==> src/rtl/core/bmp24_to_rgb565_stream_core_macros.svh <==
// Assertion macros for the BMP to RGB565 stream core.
`ifndef BMP24_TO_RGB565_STREAM_CORE_MACROS_SVH
`define BMP24_TO_RGB565_STREAM_CORE_MACROS_SVH

// antecedent implies consequent in the same cycle
`define BMP24_ASSERT_IMPL(label, clk, rst, ante, cons) \
   label: assert property (@(posedge clk) disable iff (rst) (ante) |-> (cons)) \
      else $error("implication check failed");

// condition never holds
`define BMP24_ASSERT_NEVER(label, clk, rst, cond) \
   label: assert property (@(posedge clk) disable iff (rst) !(cond)) \
      else $error("forbidden condition seen");

`endif

==> src/rtl/core/bmp565_pkg.sv <==
`timescale 1ns / 1ps
`default_nettype none
package bmp565_pkg;

   localparam logic [1:0] KIND_PIXEL     = 2'd0;
   localparam logic [1:0] KIND_FORMAT    = 2'd1;
   localparam logic [1:0] KIND_SIGNATURE = 2'd2;

   typedef struct packed {
      logic [7:0] in_byte;
      logic       file_start;
   } req_type;

   typedef struct packed {
      logic [1:0]  kind;
      logic [15:0] pixel_x;
      logic [15:0] pixel_y;
      logic [15:0] color565;
      logic        last_pixel;
   } rsp_type;

   typedef struct packed {
      logic    valid;
      req_type word;
   } req_slot_type;

   typedef struct packed {
      logic    valid;
      rsp_type word;
   } rsp_slot_type;

   typedef struct packed {
      logic take;
      logic advance;
   } pipe_ctl_type;

endpackage
`default_nettype wire

==> src/rtl/core/bmp565_in_reg.sv <==
`timescale 1ns / 1ps
`default_nettype none
module bmp565_in_reg (
   input  wire logic                       clock,
   input  wire logic                       reset,
   input  wire logic                       req_valid,
   output logic                            req_stall,
   input  wire bmp565_pkg::req_type        req_word,
   input  wire logic                       advance,
   output bmp565_pkg::req_slot_type        slot
);

   logic                valid_ff;
   bmp565_pkg::req_type word_ff;

   // hold the word while the parser cannot advance
   assign req_stall = valid_ff && !advance;

   always_ff @(posedge clock) begin
      if (reset) begin
         valid_ff <= 1'b0;
      end else if (!req_stall) begin
         valid_ff <= req_valid;
      end
   end

   always_ff @(posedge clock) begin
      if (!req_stall && req_valid) begin
         word_ff <= req_word;
      end
   end

   assign slot.valid = valid_ff;
   assign slot.word  = word_ff;

endmodule
`default_nettype wire

==> src/rtl/core/bmp565_parser.sv <==
`timescale 1ns / 1ps
`default_nettype none
module bmp565_parser (
   input  wire logic                     clock,
   input  wire logic                     reset,
   input  wire bmp565_pkg::req_slot_type slot,
   input  wire bmp565_pkg::pipe_ctl_type ctl,
   output bmp565_pkg::rsp_slot_type      result
);

   localparam logic [2:0] PH_HEADER = 3'd0;
   localparam logic [2:0] PH_SKIP   = 3'd1;
   localparam logic [2:0] PH_PIXEL  = 3'd2;
   localparam logic [2:0] PH_PAD    = 3'd3;
   localparam logic [2:0] PH_IDLE   = 3'd4;

   localparam logic [5:0] IDX_SIGNATURE = 6'd1;
   localparam logic [5:0] IDX_OFFSET    = 6'd13;
   localparam logic [5:0] IDX_WIDTH     = 6'd21;
   localparam logic [5:0] IDX_HEIGHT    = 6'd25;
   localparam logic [5:0] IDX_PLANES    = 6'd27;
   localparam logic [5:0] IDX_BPP       = 6'd29;
   localparam logic [5:0] IDX_COMPRESS  = 6'd33;

   localparam logic [15:0] BMP_SIGNATURE = 16'h4D42;
   localparam logic [31:0] HEADER_END    = 32'd34;

   logic [2:0]  phase_ff,  phase_in,  phase_cur;
   logic [31:0] count_ff,  count_in,  count_cur;
   logic [31:0] offset_ff, offset_in, offset_cur;
   logic [15:0] width_ff,  width_in,  width_cur;
   logic [15:0] height_ff, height_in, height_cur;
   logic [31:0] shift_ff,  shift_in,  shift_cur;
   logic [15:0] row_ff,    row_in,    row_cur;
   logic [15:0] col_ff,    col_in,    col_cur;
   logic [1:0]  tri_ff,    tri_in,    tri_cur;
   logic [7:0]  blue_ff,   blue_in,   blue_cur;
   logic [7:0]  green_ff,  green_in,  green_cur;
   logic [1:0]  pad_ff,    pad_in,    pad_cur;

   logic        restart;
   logic [7:0]  b;
   logic [31:0] shift_next;
   logic [31:0] count_next;
   logic [16:0] col_next;
   logic [16:0] row_next;
   logic        empty_image;
   logic        has_word;
   bmp565_pkg::rsp_type word;

   assign restart = slot.word.file_start;
   assign b       = slot.word.in_byte;

   // drop the old parse on a file start
   assign phase_cur  = restart ? PH_HEADER : phase_ff;
   assign count_cur  = restart ? '0 : count_ff;
   assign offset_cur = restart ? '0 : offset_ff;
   assign width_cur  = restart ? '0 : width_ff;
   assign height_cur = restart ? '0 : height_ff;
   assign shift_cur  = restart ? '0 : shift_ff;
   assign row_cur    = restart ? '0 : row_ff;
   assign col_cur    = restart ? '0 : col_ff;
   assign tri_cur    = restart ? '0 : tri_ff;
   assign blue_cur   = restart ? '0 : blue_ff;
   assign green_cur  = restart ? '0 : green_ff;
   assign pad_cur    = restart ? '0 : pad_ff;

   assign shift_next  = {b, shift_cur[31:8]};
   assign count_next  = count_cur + 32'd1;
   assign col_next    = {1'b0, col_cur} + 17'd1;
   assign row_next    = {1'b0, row_cur} + 17'd1;
   assign empty_image = (width_cur == 16'd0) || (height_cur == 16'd0);

   always_comb begin
      phase_in  = phase_cur;
      count_in  = count_cur;
      offset_in = offset_cur;
      width_in  = width_cur;
      height_in = height_cur;
      shift_in  = shift_cur;
      row_in    = row_cur;
      col_in    = col_cur;
      tri_in    = tri_cur;
      blue_in   = blue_cur;
      green_in  = green_cur;
      pad_in    = pad_cur;
      has_word  = 1'b0;
      word      = '0;
      unique case (phase_cur)
         PH_HEADER: begin
            shift_in = shift_next;
            count_in = count_next;
            unique case (count_cur[5:0])
               IDX_SIGNATURE: begin
                  if (shift_next[31:16] != BMP_SIGNATURE) begin
                     has_word  = 1'b1;
                     word.kind = bmp565_pkg::KIND_SIGNATURE;
                     phase_in  = PH_IDLE;
                  end
               end
               IDX_OFFSET: begin
                  offset_in = shift_next;
               end
               IDX_WIDTH: begin
                  width_in = shift_next[15:0];
               end
               IDX_HEIGHT: begin
                  height_in = shift_next[15:0];
               end
               IDX_PLANES: begin
                  if (shift_next[31:16] != 16'd1) begin
                     has_word  = 1'b1;
                     word.kind = bmp565_pkg::KIND_FORMAT;
                     phase_in  = PH_IDLE;
                  end
               end
               IDX_BPP: begin
                  if (shift_next[31:16] != 16'd24) begin
                     has_word  = 1'b1;
                     word.kind = bmp565_pkg::KIND_FORMAT;
                     phase_in  = PH_IDLE;
                  end
               end
               IDX_COMPRESS: begin
                  if ((shift_next != 32'd0) || (offset_cur < HEADER_END)) begin
                     has_word  = 1'b1;
                     word.kind = bmp565_pkg::KIND_FORMAT;
                     phase_in  = PH_IDLE;
                  end else if (offset_cur == HEADER_END) begin
                     row_in   = '0;
                     col_in   = '0;
                     tri_in   = '0;
                     pad_in   = '0;
                     phase_in = empty_image ? PH_IDLE : PH_PIXEL;
                  end else begin
                     phase_in = PH_SKIP;
                  end
               end
               default: begin
               end
            endcase
         end
         PH_SKIP: begin
            count_in = count_next;
            if (count_next >= offset_cur) begin
               row_in   = '0;
               col_in   = '0;
               tri_in   = '0;
               pad_in   = '0;
               phase_in = empty_image ? PH_IDLE : PH_PIXEL;
            end
         end
         PH_PIXEL: begin
            if (tri_cur == 2'd0) begin
               blue_in = b;
               tri_in  = 2'd1;
            end else if (tri_cur == 2'd1) begin
               green_in = b;
               tri_in   = 2'd2;
            end else begin
               tri_in          = 2'd0;
               has_word        = 1'b1;
               word.kind       = bmp565_pkg::KIND_PIXEL;
               word.pixel_x    = col_cur;
               word.pixel_y    = height_cur - 16'd1 - row_cur;
               word.color565   = {b[7:3], green_cur[7:2], blue_cur[7:3]};
               word.last_pixel = (col_next == {1'b0, width_cur}) &&
                                 (row_next == {1'b0, height_cur});
               col_in          = col_next[15:0];
               if (col_next >= {1'b0, width_cur}) begin
                  if (row_next >= {1'b0, height_cur}) begin
                     phase_in = PH_IDLE;
                  end else begin
                     row_in   = row_next[15:0];
                     col_in   = '0;
                     pad_in   = width_cur[1:0];
                     phase_in = (width_cur[1:0] != 2'd0) ? PH_PAD : PH_PIXEL;
                  end
               end
            end
         end
         PH_PAD: begin
            pad_in = pad_cur - 2'd1;
            if (pad_cur == 2'd1) begin
               phase_in = PH_PIXEL;
            end
         end
         default: begin
         end
      endcase
   end

   always_ff @(posedge clock) begin
      if (reset) begin
         phase_ff  <= PH_HEADER;
         count_ff  <= '0;
         offset_ff <= '0;
         width_ff  <= '0;
         height_ff <= '0;
         shift_ff  <= '0;
         row_ff    <= '0;
         col_ff    <= '0;
         tri_ff    <= '0;
         blue_ff   <= '0;
         green_ff  <= '0;
         pad_ff    <= '0;
      end else if (ctl.take) begin
         phase_ff  <= phase_in;
         count_ff  <= count_in;
         offset_ff <= offset_in;
         width_ff  <= width_in;
         height_ff <= height_in;
         shift_ff  <= shift_in;
         row_ff    <= row_in;
         col_ff    <= col_in;
         tri_ff    <= tri_in;
         blue_ff   <= blue_in;
         green_ff  <= green_in;
         pad_ff    <= pad_in;
      end
   end

   assign result.valid = ctl.take && has_word;
   assign result.word  = word;

endmodule
`default_nettype wire

==> src/rtl/core/bmp565_out_reg.sv <==
`timescale 1ns / 1ps
`default_nettype none
module bmp565_out_reg (
   input  wire logic                     clock,
   input  wire logic                     reset,
   input  wire bmp565_pkg::rsp_slot_type result,
   output logic                          advance,
   output logic                          rsp_valid,
   input  wire logic                     rsp_stall,
   output bmp565_pkg::rsp_type           rsp_word
);

   logic                valid_ff;
   bmp565_pkg::rsp_type word_ff;

   // advance when the slot is empty or being drained
   assign advance = !valid_ff || !rsp_stall;

   always_ff @(posedge clock) begin
      if (reset) begin
         valid_ff <= 1'b0;
      end else if (advance) begin
         valid_ff <= result.valid;
      end
   end

   always_ff @(posedge clock) begin
      if (advance && result.valid) begin
         word_ff <= result.word;
      end
   end

   assign rsp_valid = valid_ff;
   assign rsp_word  = word_ff;

endmodule
`default_nettype wire

==> src/rtl/core/bmp24_to_rgb565_stream_core.sv <==
// Channel  Direction  Handshake            Word
// req      in         req_valid/req_stall  req_word: in_byte, file_start
// rsp      out        rsp_valid/rsp_stall  rsp_word: kind, pixel_x, pixel_y, color565, last_pixel
//
// One byte per clock sustained while rsp is not stalled; each byte gives zero or one word.
// A word shows on rsp once its byte has passed the input register, then the result register.
// Reset is synchronous and clears the parse to the header phase.
// A stall on rsp holds the result register and backs up into req_stall.
`timescale 1ns / 1ps
`default_nettype none
`include "bmp24_to_rgb565_stream_core_macros.svh"
module bmp24_to_rgb565_stream_core (
   input  wire logic                clock,
   input  wire logic                reset,
   input  wire logic                req_valid,
   output logic                     req_stall,
   input  wire bmp565_pkg::req_type req_word,
   output logic                     rsp_valid,
   input  wire logic                rsp_stall,
   output bmp565_pkg::rsp_type      rsp_word
);

   bmp565_pkg::req_slot_type slot;
   bmp565_pkg::rsp_slot_type result;
   bmp565_pkg::pipe_ctl_type ctl;
   logic                     advance;

   assign ctl.advance = advance;
   assign ctl.take    = slot.valid && advance;

   bmp565_in_reg u_in_reg (
      .clock     (clock),
      .reset     (reset),
      .req_valid (req_valid),
      .req_stall (req_stall),
      .req_word  (req_word),
      .advance   (ctl.advance),
      .slot      (slot)
   );

   bmp565_parser u_parser (
      .clock  (clock),
      .reset  (reset),
      .slot   (slot),
      .ctl    (ctl),
      .result (result)
   );

   bmp565_out_reg u_out_reg (
      .clock     (clock),
      .reset     (reset),
      .result    (result),
      .advance   (advance),
      .rsp_valid (rsp_valid),
      .rsp_stall (rsp_stall),
      .rsp_word  (rsp_word)
   );

   `BMP24_ASSERT_IMPL(a_status_clear, clock, reset, rsp_valid && (rsp_word.kind != bmp565_pkg::KIND_PIXEL), (rsp_word.pixel_x == 16'd0) && (rsp_word.pixel_y == 16'd0) && (rsp_word.color565 == 16'd0))
   `BMP24_ASSERT_NEVER(a_last_is_pixel, clock, reset, rsp_valid && rsp_word.last_pixel && (rsp_word.kind != bmp565_pkg::KIND_PIXEL))
   `BMP24_ASSERT_IMPL(a_word_has_source, clock, reset, $rose(rsp_valid), $past(slot.valid))

endmodule
`default_nettype wire

==> config.mk <==
export PLATFORM = sky130hd
export DESIGN_NAME = bmp24_to_rgb565_stream_core
export DESIGN_NICKNAME = d
export VERILOG_FILES = /design/src/rtl/core/bmp565_pkg.sv /design/src/rtl/core/bmp565_in_reg.sv /design/src/rtl/core/bmp565_parser.sv /design/src/rtl/core/bmp565_out_reg.sv /design/src/rtl/core/bmp24_to_rgb565_stream_core.sv
export VERILOG_INCLUDE_DIRS = /design/src /design/src/rtl/core
export SDC_FILE = /design/constraint.sdc
export NUM_CORES = 1
export LEC_CHECK = 0
export ABC_AREA = 1
export ABC_CLOCK_PERIOD_IN_PS = 9600
export BUFFER_PORTS_ARGS = -buffer_cell sky130_fd_sc_hd__buf_2
export CAP_MARGIN = 20
export CORE_ASPECT_RATIO = 1.2
export CORE_MARGIN = 2
export CORE_UTILIZATION = 30
export CTS_CLUSTER_SIZE = 25
export DETAILED_ROUTE_END_ITERATION = 8
export PLACE_DENSITY = 0.41
export SETUP_SLACK_MARGIN = 0.4
export SLEW_MARGIN = 10
export SYNTH_ARGS = -nofsm -noshare
export SYNTH_HDL_FRONTEND = slang
export SYNTH_SLANG_ARGS = --single-unit
export TNS_END_PERCENT = 30
==> constraint.sdc <==
create_clock -name clock -period 9.6 [get_ports clock]
set_input_delay 0.96 -clock clock [delete_from_list [all_inputs] [get_ports clock]]
set_output_delay 0.96 -clock clock [all_outputs]
set_load 0.05 [all_outputs]
==> metrics.md <==
| Metric | Value |
|---|---|
| Post-DRT Antenna Nets | `0` |
| Fin area | `17,500 µm²` |
| Post-DP HPWL | `38,000 µm` |
| Yosys top cell by area | `dfxtp_1` |
| Routed wire length per instance | `17.7 µm` |
| Area contributors post-synth | `dfxtp_1 (22%), edfxtp_1 (11%), nand2_1 (9.6%), inv_1 (9.4%), a21oi_1 (8.9%)` |
| RSZ-0062 raised after global routing | `false` |
| Layout cells sized above 1 | `9.25%` |
| Worst vdd ir | `0.115 mV` |
| PwrDens | `143 nW/µm²` |
| Layout net count | `2,432` |
| Post-synth EDFFs | `60` |
| CTS clock-pin slew for the worst setup and hold paths | `60 ps` |
| DR iter-0 viols | `860` |
| Post-synthesis simple-gate area fraction | `24.4%` |
| Largest net degree at the start of global routing | `186` |
| Status | `complete, no violations` |
| F_max | `172 MHz` |
| Die height | `255 µm` |
| CP Class | `register to register` |
| WP buf/inv | `5` |
| Die ar. | `54,300 µm²` |
| Post-cts resize count | `0` |
| Crit-path leading delay family | `simple AND/OR/NAND/NOR gates` |
| Synth cell count leaders | `nand2_1 (401), inv_1 (395), nor2_1 (288), a21oi_1 (281), dfxtp_1 (172)` |
| First-pass GRT wire length | `84,200 µm` |
| Root Driver | `clkbuf_16` |
| 1st-pass router iterations | `5` |
| Compound-Gate Fraction of Synth Area | `19.8%` |
| Register area share after synthesis | `33.3%` |
| Hold crit path type | `register to register` |
| Most numerous cell in the Yosys netlist | `nand2_1` |
| Worst-margin pin slew | `1000 ps` |
| Reg2reg start | `u_in_reg.slot[0]` |
| Vias per cell | `4.88` |
| Leak | `7.34 nW` |
| Worst Clk Skew | `20.1 ps` |
| Total gr overflow | `0` |
| Async S/R FF share, synth | `0%` |
| Number of fill cells | `5,624` |
| Die span in x | `213 µm` |
| Synthesis Warnings | `0` |
| Initial antenna violation count | `0` |
| Synth Flop Type | `dfxtp_1` |
| Hold Vio Cnt, Final | `0` |
| CP required | `10,090 ps` |
| CP max stage delay | `870 ps` |
| Slew HR | `33.0%` |
| Max-cap viol count | `0` |
| Setup Buffers After CTS | `0` |
| Core area | `51,600 µm²` |
| Vias in the first global route | `14,600` |
| Critical Path AT | `6290 ps` |
| CP max FO | `117` |
| Final WL | `54,200 µm` |
| Diodes inserted | `0` |
| DR vias | `14,900` |
| Post-synthesis instance total | `2,323` |
| All-Layer GR Usage | `19.9%` |
| Syn_area_per_cell | `6.78 µm²` |
| CTS Buffer Depth | `3` |
| Setup crit start kind | `register` |
| Gpl congestion | `0.870` |
| Crit path capture type | `register` |
| Largest family of logic cells by synthesized area | `simple AND/OR/NAND/NOR gates` |
| CTS Sinks | `232` |
| Htree depth | `1` |
| PortBufs | `65` |
| IO Count | `66` |
| CP Cell Sequence | `buf_12, nor2_1, nor2_2, inv_2, nor2_4, inv_2, nor2_1, clkinv_1, a21oi_1, o21ai_0, o211ai_1, inv_1` |
| Xor and xnor area share after synthesis | `2.50%` |
| Post-DP Area | `16,600 µm²` |
| Row count | `91` |
| Layout area overhead | `11.4%` |
| Slowest CP cell | `nor2_1` |
| Mux cell area share after synthesis | `0%` |
| Hold Crit Start | `u_parser.count_ff[11]` |
| Post-synthesis cell area | `15,700 µm²` |
| Synth Register Bits | `232` |
| Final Util | `34.0%` |
| Mapped Nets | `2,421` |
| Num CTS Buffers | `29` |
| CTS tree | `done` |
| Worst skew pair latency | `600 ps` |
| Tcrit/Tclk final | `60.4%` |
| CP startpoint | `u_in_reg.slot[0]` |
| Setup TNS | `0 ps` |
| Final setup viols | `0` |
| Post-Synth Adder-Cell Area | `6.80%` |
| Fin cells | `3,054` |
| Period minus WS final | `5800 ps` |
| Top cell type's share of synthesized area | `21.9%` |
| Initial Util | `30.5%` |
| DRC violations left | `0` |
| Cells after DPL | `2,998` |
| Unique masters post-synth | `57` |
| Final Max Slew Viols | `0` |
| Cts hold-fix bufs | `0` |
power by group:
part           internal, mW  switching, mW
logic                0.0941          0.256
registers              1.03         0.0204
clock network         0.628          0.478
kinds of logic (layout without fill, tap and decap cells):
| logic type | after synthesis | in the layout |
|---|---|---|
| and+or+nand+nor | 878 | 878 |
| AOI/OAI and AO/OA | 568 | 568 |
| buffers and inverters | 516 | 550 |
| DFF | 232 | 232 |
| adders and majority gates | 85 | 85 |
| xor gates and xnor gates | 44 | 44 |
worst reg2reg max path, stage by stage (launching register included):
cell	delay [ps]
edfxtp_1	380
buf_12	530
nor2_1	380
nor2_2	690
inv_2	590
nor2_4	780
inv_2	470
nor2_1	880
clkinv_1	500
a21oi_1	210
o21ai_0	130
o211ai_1	100
inv_1	50
path summary, 6_finish.rpt:
kind / depth (start not counted) / slack [ps] / endpoint
max: 12 / 3800 / u_parser.height_ff[3]
min: 2 / 460 / u_parser.count_ff[11]
max reg2reg: 12 / 3800 / u_parser.height_ff[3]
min reg2reg: 2 / 460 / u_parser.count_ff[11]
metrics by stage:
stage / hold WS, ps / setup WS, ps / power, mW
after floorplan: 437 / 4980 / 1.32
after global placement: 451 / 3850 / 1.42
after detailed placement: 455 / 3830 / 1.42
after CTS: 464 / 3810 / 2.55
after global routing: 473 / 3310 / 2.62
final: 464 / 3800 / 2.51
per-layer routing:
metal / vias up / part of all wire, % / track usage (%)
li1: 7606 / - / -
met1: 6984 / 44 / 24.4
met2: 253 / 50 / 36.1
met3: 72 / 3.5 / 2.04
met4: 0 / 3.0 / 6.89
met5: - / 0 / 0
state kept, by name (all words and copies together) (netlist names):
| register | flops |
|---|---|
| u_out_reg.rsp_word | 51 |
| u_parser.count_ff | 32 |
| u_parser.offset_ff | 32 |
| u_parser.shift_ff | 24 |
| u_parser.col_ff | 16 |
| u_parser.height_ff | 16 |
| u_parser.row_ff | 16 |
| u_parser.width_ff | 16 |
| u_in_reg.slot | 9 |
| u_parser.green_ff | 6 |
| u_parser.blue_ff | 5 |
| u_parser.phase_ff | 3 |
| u_parser.pad_ff | 2 |
| u_parser.tri_ff | 2 |
| u_in_reg.valid_ff | 1 |
| u_out_reg.rsp_valid | 1 |
final cells by class:
class | count | area, µm² | area share (%)
multi-input combinational | 1575 | 8440 | 48.1
sequential | 232 | 5250 | 29.9
clock inverter | 17 | 161 | 0.920
timing repair buffer | 80 | 473 | 2.70
clock buffer | 37 | 776 | 4.42
tap | 697 | 872 | 4.97
inverter | 416 | 1570 | 8.95
cell usage in the layout, fill, tap and decap left out, types with 21 or more instances in the layout:
master     instances
nand2_1          400
inv_1            393
nor2_1           287
a21oi_1          281
dfxtp_1          172
o21ai_0          142
ha_1              84
nand3_1           64
buf_2             64
edfxtp_1          60
o22ai_1           55
xor2_1            40
o211ai_1          32
clkbuf_16         29
nand4_1           28
nor3_1            21
(Power assumes the default switching activity.)
